## src/rtl/core/mdio_mfm_pkg.sv

```systemverilog
// ----------------------------------------------------------------------------
// mdio_mfm_pkg
// Shared types and constants of the MDIO management frame master.
// ----------------------------------------------------------------------------
`default_nettype none

package mdio_mfm_pkg;

  // command codes
  localparam logic [1:0] CMD_TICK  = 2'd0;
  localparam logic [1:0] CMD_READ  = 2'd1;
  localparam logic [1:0] CMD_WRITE = 2'd2;

  // register index, taken from paddr[2]
  localparam logic REG_PREAMBLE = 1'b0;
  localparam logic REG_PHASE    = 1'b1;

  localparam int          PADDR_W        = 3;
  localparam logic [5:0]  PREAMBLE_MAX   = 6'd32;
  localparam logic [5:0]  PREAMBLE_RESET = 6'd32;
  localparam logic [9:0]  PHASE_RESET    = 10'd50;

  typedef struct packed {
    logic [1:0]  command;
    logic [4:0]  phy_address;
    logic [4:0]  register_address;
    logic [15:0] write_data;
    logic        mdio_in;
  } cmd_t;

  typedef struct packed {
    logic        mdc;
    logic        mdio_oe;
    logic        mdio_level;
    logic        busy_res;
    logic        done_res;
    logic [15:0] read_data;
    logic        start_ignored;
  } res_t;

  typedef struct packed {
    logic [5:0] preamble_bits;
    logic [9:0] phase_ticks;
  } cfg_t;

endpackage

`default_nettype wire

```

## src/rtl/core/mdio_management_frame_master.sv

```systemverilog
// ----------------------------------------------------------------------------
// mdio_management_frame_master
// Clause 22 MDIO management master driven one tick per request.
// ----------------------------------------------------------------------------
// Each accepted request is one tick of the management interface: it may start
// a read or write frame and carries the sampled MDIO level. Each request gives
// exactly one result with the MDC/MDIO levels for that tick, busy/done status
// and the last read value. One request is taken every clock cycle unless
// stalled; the tick sequencer updates in that cycle and the result lands in
// an output register, so a new request is accepted while the previous result
// waits, as long as that result is taken in the same cycle. preamble_bits
// (address 0) and phase_ticks (address 4) are set over the APB port.
`default_nettype none

module mdio_management_frame_master
  import mdio_mfm_pkg::*;
(
  input  logic               clk,
  input  logic               rst,
  input  logic               cmd_valid,
  output logic               cmd_ready,
  input  cmd_t               cmd,
  output logic               res_valid,
  input  logic               res_ready,
  output res_t               res,
  input  logic               psel,
  input  logic               penable,
  input  logic               pwrite,
  input  logic [PADDR_W-1:0] paddr,
  input  logic [31:0]        pwdata,
  output logic [31:0]        prdata,
  output logic               pready
);

  cfg_t cfg;
  res_t res_comb;
  logic step;
  logic cfg_write;

  assign pready    = 1'b1;
  assign cfg_write = psel && penable && pwrite;
  assign cmd_ready = !res_valid || res_ready;
  assign step      = cmd_valid && cmd_ready;

  always_ff @(posedge clk) begin
    if (rst) begin
      cfg.preamble_bits <= PREAMBLE_RESET;
      cfg.phase_ticks   <= PHASE_RESET;
    end else if (cfg_write) begin
      case (paddr[2])
        REG_PREAMBLE: cfg.preamble_bits <= pwdata[5:0];
        REG_PHASE:    cfg.phase_ticks   <= pwdata[9:0];
        default: ;
      endcase
    end
  end

  always_comb begin
    case (paddr[2])
      REG_PREAMBLE: prdata = {26'd0, cfg.preamble_bits};
      REG_PHASE:    prdata = {22'd0, cfg.phase_ticks};
      default:      prdata = 32'd0;
    endcase
  end

  mdio_mfm_seq u_seq (
    .clk  (clk),
    .rst  (rst),
    .step (step),
    .cmd  (cmd),
    .cfg  (cfg),
    .res  (res_comb)
  );

  always_ff @(posedge clk) begin
    if (rst) begin
      res_valid <= 1'b0;
    end else if (step) begin
      res_valid <= 1'b1;
    end else if (res_ready) begin
      res_valid <= 1'b0;
    end
  end

  always_ff @(posedge clk) begin
    if (step) begin
      res <= res_comb;
    end
  end

endmodule

`default_nettype wire

```

## src/rtl/core/mdio_mfm_seq.sv

```systemverilog
// ----------------------------------------------------------------------------
// mdio_mfm_seq
// Frame sequencer: advances one tick per step and forms that tick's result.
// ----------------------------------------------------------------------------
`default_nettype none

module mdio_mfm_seq
  import mdio_mfm_pkg::*;
(
  input  logic clk,
  input  logic rst,
  input  logic step,
  input  cmd_t cmd,
  input  cfg_t cfg,
  output res_t res
);

  logic        active,        active_next;
  logic        is_read,       is_read_next;
  logic [6:0]  bit_position,  bit_position_next;
  logic [1:0]  bit_phase,     bit_phase_next;
  logic [9:0]  phase_count,   phase_count_next;
  logic [4:0]  held_phy,      held_phy_next;
  logic [4:0]  held_register, held_register_next;
  logic [15:0] held_value,    held_value_next;
  logic [15:0] capture_shift, capture_shift_next;
  logic [15:0] last_read,     last_read_next;

  logic        is_start_cmd;
  logic        start;
  logic [5:0]  pre_eff;
  logic [9:0]  phase_eff;
  logic [6:0]  frame_len;
  logic [6:0]  k;
  logic [2:0]  phy_idx;
  logic [2:0]  reg_idx;
  logic [3:0]  val_idx;
  logic [10:0] count_inc;
  logic        last;
  logic        drive;
  logic        level;
  logic        sampled;
  logic [1:0]  phase_inc;

  assign is_start_cmd = (cmd.command == CMD_READ) || (cmd.command == CMD_WRITE);
  assign start        = is_start_cmd && !active;
  assign pre_eff      = (cfg.preamble_bits > PREAMBLE_MAX) ? PREAMBLE_MAX : cfg.preamble_bits;
  assign phase_eff    = (cfg.phase_ticks == 10'd0) ? 10'd1 : cfg.phase_ticks;

  // state as seen after a start has been taken in this tick
  always_comb begin
    active_next        = active || start;
    is_read_next       = start ? (cmd.command == CMD_READ) : is_read;
    bit_position_next  = start ? 7'd0 : bit_position;
    bit_phase_next     = start ? 2'd0 : bit_phase;
    phase_count_next   = start ? 10'd0 : phase_count;
    held_phy_next      = start ? cmd.phy_address : held_phy;
    held_register_next = start ? cmd.register_address : held_register;
    held_value_next    = start ? cmd.write_data : held_value;
    capture_shift_next = start ? 16'd0 : capture_shift;
    last_read_next     = last_read;

    frame_len = {1'b0, pre_eff} + (is_read_next ? 7'd31 : 7'd32);
    k         = bit_position_next - {1'b0, pre_eff};
    phy_idx   = 3'(7'd8 - k);
    reg_idx   = 3'(7'd13 - k);
    val_idx   = 4'(7'd31 - k);
    count_inc = {1'b0, phase_count_next} + 11'd1;
    last      = count_inc >= {1'b0, phase_eff};
    phase_inc = bit_phase_next + 2'd1;

    drive   = 1'b1;
    level   = 1'b1;
    sampled = 1'b0;
    if (bit_position_next >= {1'b0, pre_eff}) begin
      if (k == 7'd0) begin
        level = 1'b0;
      end else if (k == 7'd1) begin
        level = 1'b1;
      end else if (k == 7'd2) begin
        level = is_read_next;
      end else if (k == 7'd3) begin
        level = !is_read_next;
      end else if (k <= 7'd8) begin
        level = held_phy_next[phy_idx];
      end else if (k <= 7'd13) begin
        level = held_register_next[reg_idx];
      end else if (is_read_next) begin
        // turnaround and data of a read: line released
        drive   = 1'b0;
        level   = 1'b0;
        sampled = (k >= 7'd15) && (k <= 7'd30);
      end else if (k == 7'd14) begin
        level = 1'b1;
      end else if (k == 7'd15) begin
        level = 1'b0;
      end else if (k <= 7'd31) begin
        level = held_value_next[val_idx];
      end else begin
        level = 1'b0;
      end
    end

    res               = '0;
    res.start_ignored = is_start_cmd && active;

    if (active_next) begin
      if (bit_position_next >= frame_len) begin
        // completion tick
        active_next       = 1'b0;
        res.done_res      = 1'b1;
        if (is_read_next) begin
          last_read_next = capture_shift_next;
        end
        bit_position_next = 7'd0;
        bit_phase_next    = 2'd0;
        phase_count_next  = 10'd0;
      end else begin
        res.mdc        = (bit_phase_next == 2'd1);
        res.mdio_oe    = drive;
        res.mdio_level = drive && level;
        if (sampled && (bit_phase_next == 2'd1) && last) begin
          capture_shift_next = {capture_shift_next[14:0], cmd.mdio_in};
        end
        if (last) begin
          phase_count_next = 10'd0;
          if (phase_inc >= 2'd3) begin
            bit_phase_next    = 2'd0;
            bit_position_next = bit_position_next + 7'd1;
          end else begin
            bit_phase_next = phase_inc;
          end
        end else begin
          phase_count_next = count_inc[9:0];
        end
      end
    end

    res.busy_res  = active_next;
    res.read_data = last_read_next;
  end

  always_ff @(posedge clk) begin
    if (rst) begin
      active       <= 1'b0;
      is_read      <= 1'b0;
      bit_position <= 7'd0;
      bit_phase    <= 2'd0;
      phase_count  <= 10'd0;
      last_read    <= 16'd0;
    end else if (step) begin
      active       <= active_next;
      is_read      <= is_read_next;
      bit_position <= bit_position_next;
      bit_phase    <= bit_phase_next;
      phase_count  <= phase_count_next;
      last_read    <= last_read_next;
    end
  end

  always_ff @(posedge clk) begin
    if (step) begin
      held_phy      <= held_phy_next;
      held_register <= held_register_next;
      held_value    <= held_value_next;
      capture_shift <= capture_shift_next;
    end
  end

endmodule

`default_nettype wire

```

## config.mk

```make
export PLATFORM = sky130hd
export DESIGN_NAME = mdio_management_frame_master
export DESIGN_NICKNAME = d
export VERILOG_FILES = /design/src/rtl/core/mdio_mfm_pkg.sv /design/src/rtl/core/mdio_management_frame_master.sv /design/src/rtl/core/mdio_mfm_seq.sv
export SDC_FILE = /design/constraint.sdc
export NUM_CORES = 1
export LEC_CHECK = 0
export BUFFER_PORTS_ARGS = -buffer_cell sky130_fd_sc_hd__buf_2
export CORE_AREA = 4 4 160 123
export CTS_CLUSTER_SIZE = 20
export DETAILED_ROUTE_END_ITERATION = 7
export DIE_AREA = 0 0 164 127
export GPL_TIMING_DRIVEN = 0
export PLACE_DENSITY = 0.61
export SLEW_MARGIN = 20
export SYNTH_ARGS = -nofsm -noshare
export SYNTH_HDL_FRONTEND = slang
export SYNTH_SLANG_ARGS = --single-unit
```

## constraint.sdc

```tcl
create_clock -name clk -period 13.7 [get_ports clk]
set_input_delay 0.685 -clock clk [delete_from_list [all_inputs] [get_ports clk]]
set_output_delay 0.685 -clock clk [all_outputs]
set_load 0.01 [all_outputs]
```

==> results.tsv, run 1 <==
stage	metric	value	unit
synthesis	Post-synth EDFFs	64	
setup_path	worst path cell trace	buf_2 -> inv_1 -> ha_1 -> buf_4 -> or2_1 -> buf_2 -> buf_2 -> clkbuf_1 -> clkbuf_1 -> nand2_1 -> ha_1 -> fa_1 -> inv_1 -> clkbuf_1 -> ha_1 -> o2bb2ai_1 -> inv_1 -> a31oi_1 -> nor3_1 -> nand4_1 -> buf_6 -> buf_12 -> mux2i_1 -> o21ai_1	
floorplan	Core ar.	18200	sq um
floorplan	width of the die	164	microns
status	status	complete, no violations	
clocking	Post-CTS Setup Bufs	0	
synthesis	Warnings, synthesis	0	
global_route	GRT Overall Usage	17.6	%
synthesis	FF+latch count, synth	118	
timing	fin crit share	45.3	%
synthesis	Main synth FF type	edfxtp_1	
setup_path	worst setup path class	in2reg	
clocking	Clock Latency Late Sink	0.43	ns
floorplan	Die Area	20800	sq um
clocking	Clock Root Buffer	clkbuf_16	
placed_design	IO buf count	78	
final_layout	ant diodes	0	
clocking	htree depth	4	
setup_path	crit path DAT	6.36	ns
placed_design	Detailed Place HPWL	12.9	mm
placed_design	Final GP Congestion	0.850	
clocking	TritonCTS buffer count	17	
clocking	clock sink count	118	
timing	relative slew slack	46.2	%
route	WL/cell	15.4	microns
clocking	CTS tree	built	
floorplan	I/O pin cnt	128	
final_layout	Nets	1018	
floorplan	initial core utilization	39.4	%
route	Via Count	5919	
clocking	clk slew on worst S/H paths	0.06	ns
setup_path	crit-path max FO	12	
global_route	first-pass GRT wire length	29.0	mm
final_layout	final core occ	47.1	%
setup_path	critical path data required time	13.86	ns
pwr	overall power	0.000996	W
clocking	post-CTS sizing	0	
timing	max frequency	161	MHz
route	DR WL met2	7.52	mm
route	DR iter-0 viols	463	
placed_design	DP Area	7940	sq um
clocking	Post-CTS Hold Fix Bufs	0	
final_layout	Design Area, Final	8560	sq um
timing	Final Hold Vio Count	0	
flow_run	Max-Cap Viols	0	
route	Post-route DRC	0	
floorplan	die height	127	microns
floorplan	Rows	43	
timing	skew final	0.0150	ns
synthesis	Syn Inst Count	788	
pwr	worst vdd ir	0.0659	mV
pwr	Leakage	3.73	nW
route	highest routed layer	met4	
synthesis	Post-Syn Area	7160	sq um
route	met3 WL	1.11	mm
global_route	Remaining Overflow, GRT	0	
route	routed wire length	17.9	mm
timing	Slew Limit Fails	0	
synthesis	sequential area share after synthesis	41.9	%
route	1st-pass router iterations	5	
synthesis	Avg Inst Size Synth	9.09	sq um
route	WL met1	9.12	mm
final_layout	area grow syn2layout	19.6	%
synthesis	async set-reset flop share out of synthesis	0	%
setup_path	critical path capture point type	flip-flop	
global_route	initial antenna violation count	0	
route	Routed Antenna Nets	0	
min_path	HP Class	reg2reg	
timing	setup TNS	0	ns
setup_path	crit-path max cell delay	0.66	ns
clocking	CTS Buffer Depth	2	
timing	RSZ-0062 raised after global routing	no	
final_layout	Fillers	1819	
timing	endpoints failing setup	0	
setup_path	CP max stage cell	fa_1	
timing	worst slew pin tran	0.784	ns
route	post-detailed-route via-to-cell ratio	5.08	
global_route	vias in the first global route	5605	
setup_path	crit path launch type	input pin	
synthesis	Netlist cell types	77	
global_route	pin count of the biggest net entering global routing	71	
pwr	Power Dens Cells	116	nW/um^2
timing	Tmin final	6.20	ns
final_layout	layout cells sized above 1	19.2	%
flip-flops by register name (all words and copies together), names as in the netlist, 2 cells and up:
register	cells
u_seq.bit_phase	2
u_seq.phase_count	10
u_seq.capture_shift	16
u_seq.bit_position	7
u_seq.held_value	16
res	22
u_seq.held_phy	5
u_seq.last_read	16
cfg	16
u_seq.held_register	5
metal layers:
layer	up-vias	GRT usage (%)
met4	0	4.88
li1	2978	-
met2	172	24.9
met3	17	3.55
met5	-	0
met1	2752	27.0
worst max-delay path, delay by kind of cell:
kind / cells / cell delay [ns]
AND/OR/NAND/NOR: 4 / 0.60
adder cells (fa/ha/maj): 4 / 1.53
AO/OA/AOI/OAI: 3 / 0.59
buffers and inverters: 12 / 2.74
multiplexers: 1 / 0.20
cell usage in the layout, fill, tap and decap left out, drive strengths merged, types with 3 or more instances in the layout:
master    n
nand2b    7
edfxtp   64
inv      40
and3      8
xor2      7
and2      7
ha       39
dfxtp    54
o21bai    3
nand2   167
a211oi    8
nand4     9
a22oi    11
nor2     54
nand3    30
a21oi    41
clkinv    7
conb     23
mux2i    23
mux2     15
nor3      7
o21ai    47
a22o      4
o22ai     6
buf     115
xnor2    12
clkbuf   49
or2       3
a31oi     3
a211o     5
mux4      7
nor2b     4
cell type report:
cell class	count	area, sq um	share of cell area, %
Multi-Input combinational cell	590	3710	43.4
Inverter	39	151	1.77
Sequential cell	118	3000	35.1
Clock buffer	24	567	6.62
Clock inverter	8	51.3	0.599
Timing Repair Buffer	78	390	4.56
Buffer	62	375	4.38
Tap cell	247	309	3.61
power by group:
group	switching [W]	internal, W	total [W]
Clock	0.000168	0.000289	0.000457
Combinational	0.0000802	0.0000487	0.000129
Sequential	0.0000116	0.000399	0.000410
worst paths after layout:
check,endpoint,slack (ns),cells past startpoint,from
setup / recovery,u_seq.capture_shift[9],7.50,24,cmd[28]
hold / removal,u_seq.last_read[4],0.45,2,u_seq.last_read[4]
setup reg to reg,u_seq.capture_shift[9],7.87,21,u_seq.active
hold reg to reg,u_seq.last_read[4],0.45,2,u_seq.last_read[4]
stage by stage:
stage | cells | setup slack [ns] | hold slack [ns]
2_1_floorplan | 809 | 8.71 | 0.437
3_3_place_gp | 1134 | 7.12 | 0.445
3_5_place_dp | 1134 | 7.08 | 0.447
4_1_cts | 1166 | 7.53 | 0.455
5_1_grt | 1166 | 7.03 | 0.483
6_report | 1166 | 7.50 | 0.453
cells by family (layout without fill, tap and decap cells):
kind of cell | Yosys count | count (layout) | synth area share [%]
DFF | 118 | 118 | 41.9
other | 2 | 23 | 0.105
AOI/OAI and AO/OA | 155 | 155 | 14.1
muxes | 45 | 45 | 7.78
buffers and inverters | 101 | 211 | 7.29
adders and majority gates | 41 | 41 | 7.37
and+or+nand+nor | 307 | 307 | 19.1
xor gates and xnor gates | 19 | 19 | 2.32
synth_stat cells, drive strengths merged (8+ instances only):
library cell	instances	area share, %
nand2	167	8.8
edfxtp	64	27
dfxtp	54	15
nor2	54	3.0
o21ai	47	3.3
a21oi	41	2.9
ha	39	6.8
buf	37	3.9
inv	37	1.9
nand3	30	2.1
clkbuf	25	1.3
mux2i	23	3.2
mux2	15	2.4
xnor2	12	1.5
a22oi	11	1.2
nand4	9	0.79
a211oi	8	0.91
and3	8	0.70
No activity file was read; power rests on OpenSTA's default activity.
==> run 2, diff against run 1 <==
Clock period 13.7 ns to 5.9 ns, I/O delays scaled along.
==> run 2 against run 1 <==
  * Clock skew down 0.0012 ns
  * Critical path depth down 2
  * Setup slack worse by 7.0 ns
  * Final area about the same
  * Total power up 130%
  * Core utilization about the same
  * First-iteration DRC count up 6.3%
  * Routed wire length about the same
==> results.tsv, run 2 (same netlist as run 1, synthesis figures left out) <==
stage	metric	value	unit
timing	Tmin final	5.44	ns
route	Routed Antenna Nets	0	
setup_path	slack of the worst reg-to-reg path	0.46	ns
timing	Slew Limit Fails	0	
timing	fin crit share	92.2	%
floorplan	Die Area	20800	sq um
min_path	HP Class	in2reg	
pwr	worst vdd ir	0.153	mV
setup_path	crit-path max cell delay	0.48	ns
setup_path	crit path DAT	5.60	ns
global_route	initial antenna violation count	0	
setup_path	worst path cell trace	buf_6 -> or2_1 -> buf_2 -> buf_2 -> clkbuf_1 -> clkbuf_2 -> and2_1 -> ha_1 -> o2111ai_4 -> or3_1 -> a21oi_1 -> ha_1 -> nand3_1 -> o22ai_1 -> o21ai_0 -> o211ai_2 -> and4_1 -> nand4_1 -> buf_6 -> buf_12 -> mux2i_1 -> o21ai_1	
floorplan	width of the die	164	microns
timing	endpoints failing setup	0	
global_route	first-pass GRT wire length	29.0	mm
final_layout	area grow syn2layout	19.6	%
pwr	overall power	0.00231	W
global_route	pin count of the biggest net entering global routing	71	
clocking	CTS Buffer Depth	2	
setup_path	CP top delay family	buffers and inverters	
final_layout	most common cell after layout, fill and taps aside	nand2_1	
pwr	Switch Pwr	0.000604	W
global_route	vias in the first global route	5605	
setup_path	critical path capture point type	flip-flop	
setup_path	worst setup path class	reg2reg	
route	WL/cell	15.4	microns
clocking	htree depth	4	
timing	Final Hold Vio Count	0	
timing	RSZ-0062 raised after global routing	no	
timing	setup TNS	0	ns
route	Post-route DRC	0	
pwr	internal power	0.00171	W
pwr	Sw Ratio	26.1	%
final_layout	Largest Register	res	
route	post-detailed-route via-to-cell ratio	5.07	
pwr	Leakage	3.73	nW
global_route	GRT Overall Usage	17.6	%
route	Via Count	5911	
flow_run	Max-Cap Viols	0	
placed_design	Final GP Congestion	0.850	
timing	skew final	0.0138	ns
pwr	Seq pwr share	41.2	%
final_layout	ant diodes	0	
pwr	Comb power frac	13.0	%
route	1st-pass router iterations	5	
floorplan	I/O pin cnt	128	
placed_design	Placed Instances	1134	
setup_path	crit path launch type	flip-flop	
final_layout	max reg flops	22	
floorplan	Rows	43	
status	status	complete, no violations	
final_layout	commonest non-fill, non-tap cells in the layout	166 x nand2_1, 83 x buf_2, 64 x edfxtp_1	
setup_path	worst path buffer plus inverter count	7	
setup_path	CP max stage cell	clkbuf_1	
floorplan	initial core utilization	39.4	%
pwr	Power Dens Cells	270	nW/um^2
final_layout	Design Area, Final	8560	sq um
final_layout	final cell count without fillers	1165	
setup_path	critical path data required time	6.06	ns
clocking	TritonCTS buffer count	17	
placed_design	IO buf count	78	
clocking	CTS tree	built	
global_route	Remaining Overflow, GRT	0	
timing	worst slew pin tran	0.742	ns
floorplan	Core ar.	18200	sq um
clocking	clk slew on worst S/H paths	0.06	ns
timing	max frequency	184	MHz
route	DR iter-0 viols	492	
final_layout	layout cells sized above 1	19.4	%
final_layout	Nets	1017	
pwr	part of the power in the clock network	45.9	%
clocking	Post-CTS Hold Fix Bufs	0	
route	routed wire length	17.9	mm
placed_design	Detailed Place HPWL	12.9	mm
clocking	Clock Latency Late Sink	0.42	ns
placed_design	DP Area	7940	sq um
clocking	Clock Root Buffer	clkbuf_16	
clocking	clock sink count	118	
floorplan	die height	127	microns
timing	relative slew slack	50.2	%
setup_path	crit-path max FO	10	
-- run 2: timing repair --
| item | 4_1_cts | 5_1_grt |
|---|---|---|
| endpoints found under the setup margin | 0 | 25 |
| gates resized for setup | 0 | 3 |
| setup buffers | 0 | 0 |
-- run 2: worst paths after layout --
kind | from | endpoint | cells past startpoint
worst min-delay path | pwdata[1] | cfg[1] | 2
worst max-delay path | u_seq.active | u_seq.capture_shift[10] | 22
worst min register to register | u_seq.last_read[8] | u_seq.last_read[8] | 2
worst max register to register | u_seq.active | u_seq.capture_shift[10] | 22
-- run 2: per-layer routing --
metal	vias to the layer above	routed length (microns)	track usage, %
met5	-	0	0
met4	0	213	4.88
met3	18	1050	3.55
met2	184	7470	24.9
met1	2735	9200	27.0
li1	2974	-	-
-- run 2: layout make-up --
class                   count  area [sq um]
fillers                  1818          9620
multi-input cells         590          3720
flip-flops and latches    118          3000
clock buffers              24           567
repair buffers             78           390
plain buffers              61           373
well taps                 247           309
inverters                  39           151
clock inverters             8          51.3
-- run 2: metrics by stage --
stage / hold slack [ns] / util (%) / setup WS (ns)
6_report: 0.0972 / 47.1 / 0.459
5_1_grt: 0.0931 / 47.1 / 0.0227
4_1_cts: 0.0873 / 47.1 / 0.0941
3_5_place_dp: 0.447 / 43.7 / -0.333
3_3_place_gp: 0.445 / 43.7 / -0.293
2_1_floorplan: 0.413 / - / 1.30
-- run 2: worst register-to-register path, delay by kind of cell (launching register included) --
kind                       cells  cell delay (ns)
buffers and inverters          7             1.85
and+or+nand+nor                6             1.22
AOI/OAI and AO/OA              6             1.06
adders and majority gates      2             0.50
DFF                            1             0.32
muxes                          1             0.22
-- run 2: power groups by stage --
stage | sequential (W) | combinational, W | clock (W)
after detailed placement | 0.000969 | 0.000300 | 0
after floorplan | 0.000968 | 0.000202 | 0
after CTS | 0.000952 | 0.000301 | 0.00108
after global placement | 0.000970 | 0.000295 | 0
final | 0.000952 | 0.000300 | 0.00106
after global routing | 0.000958 | 0.000336 | 0.00112
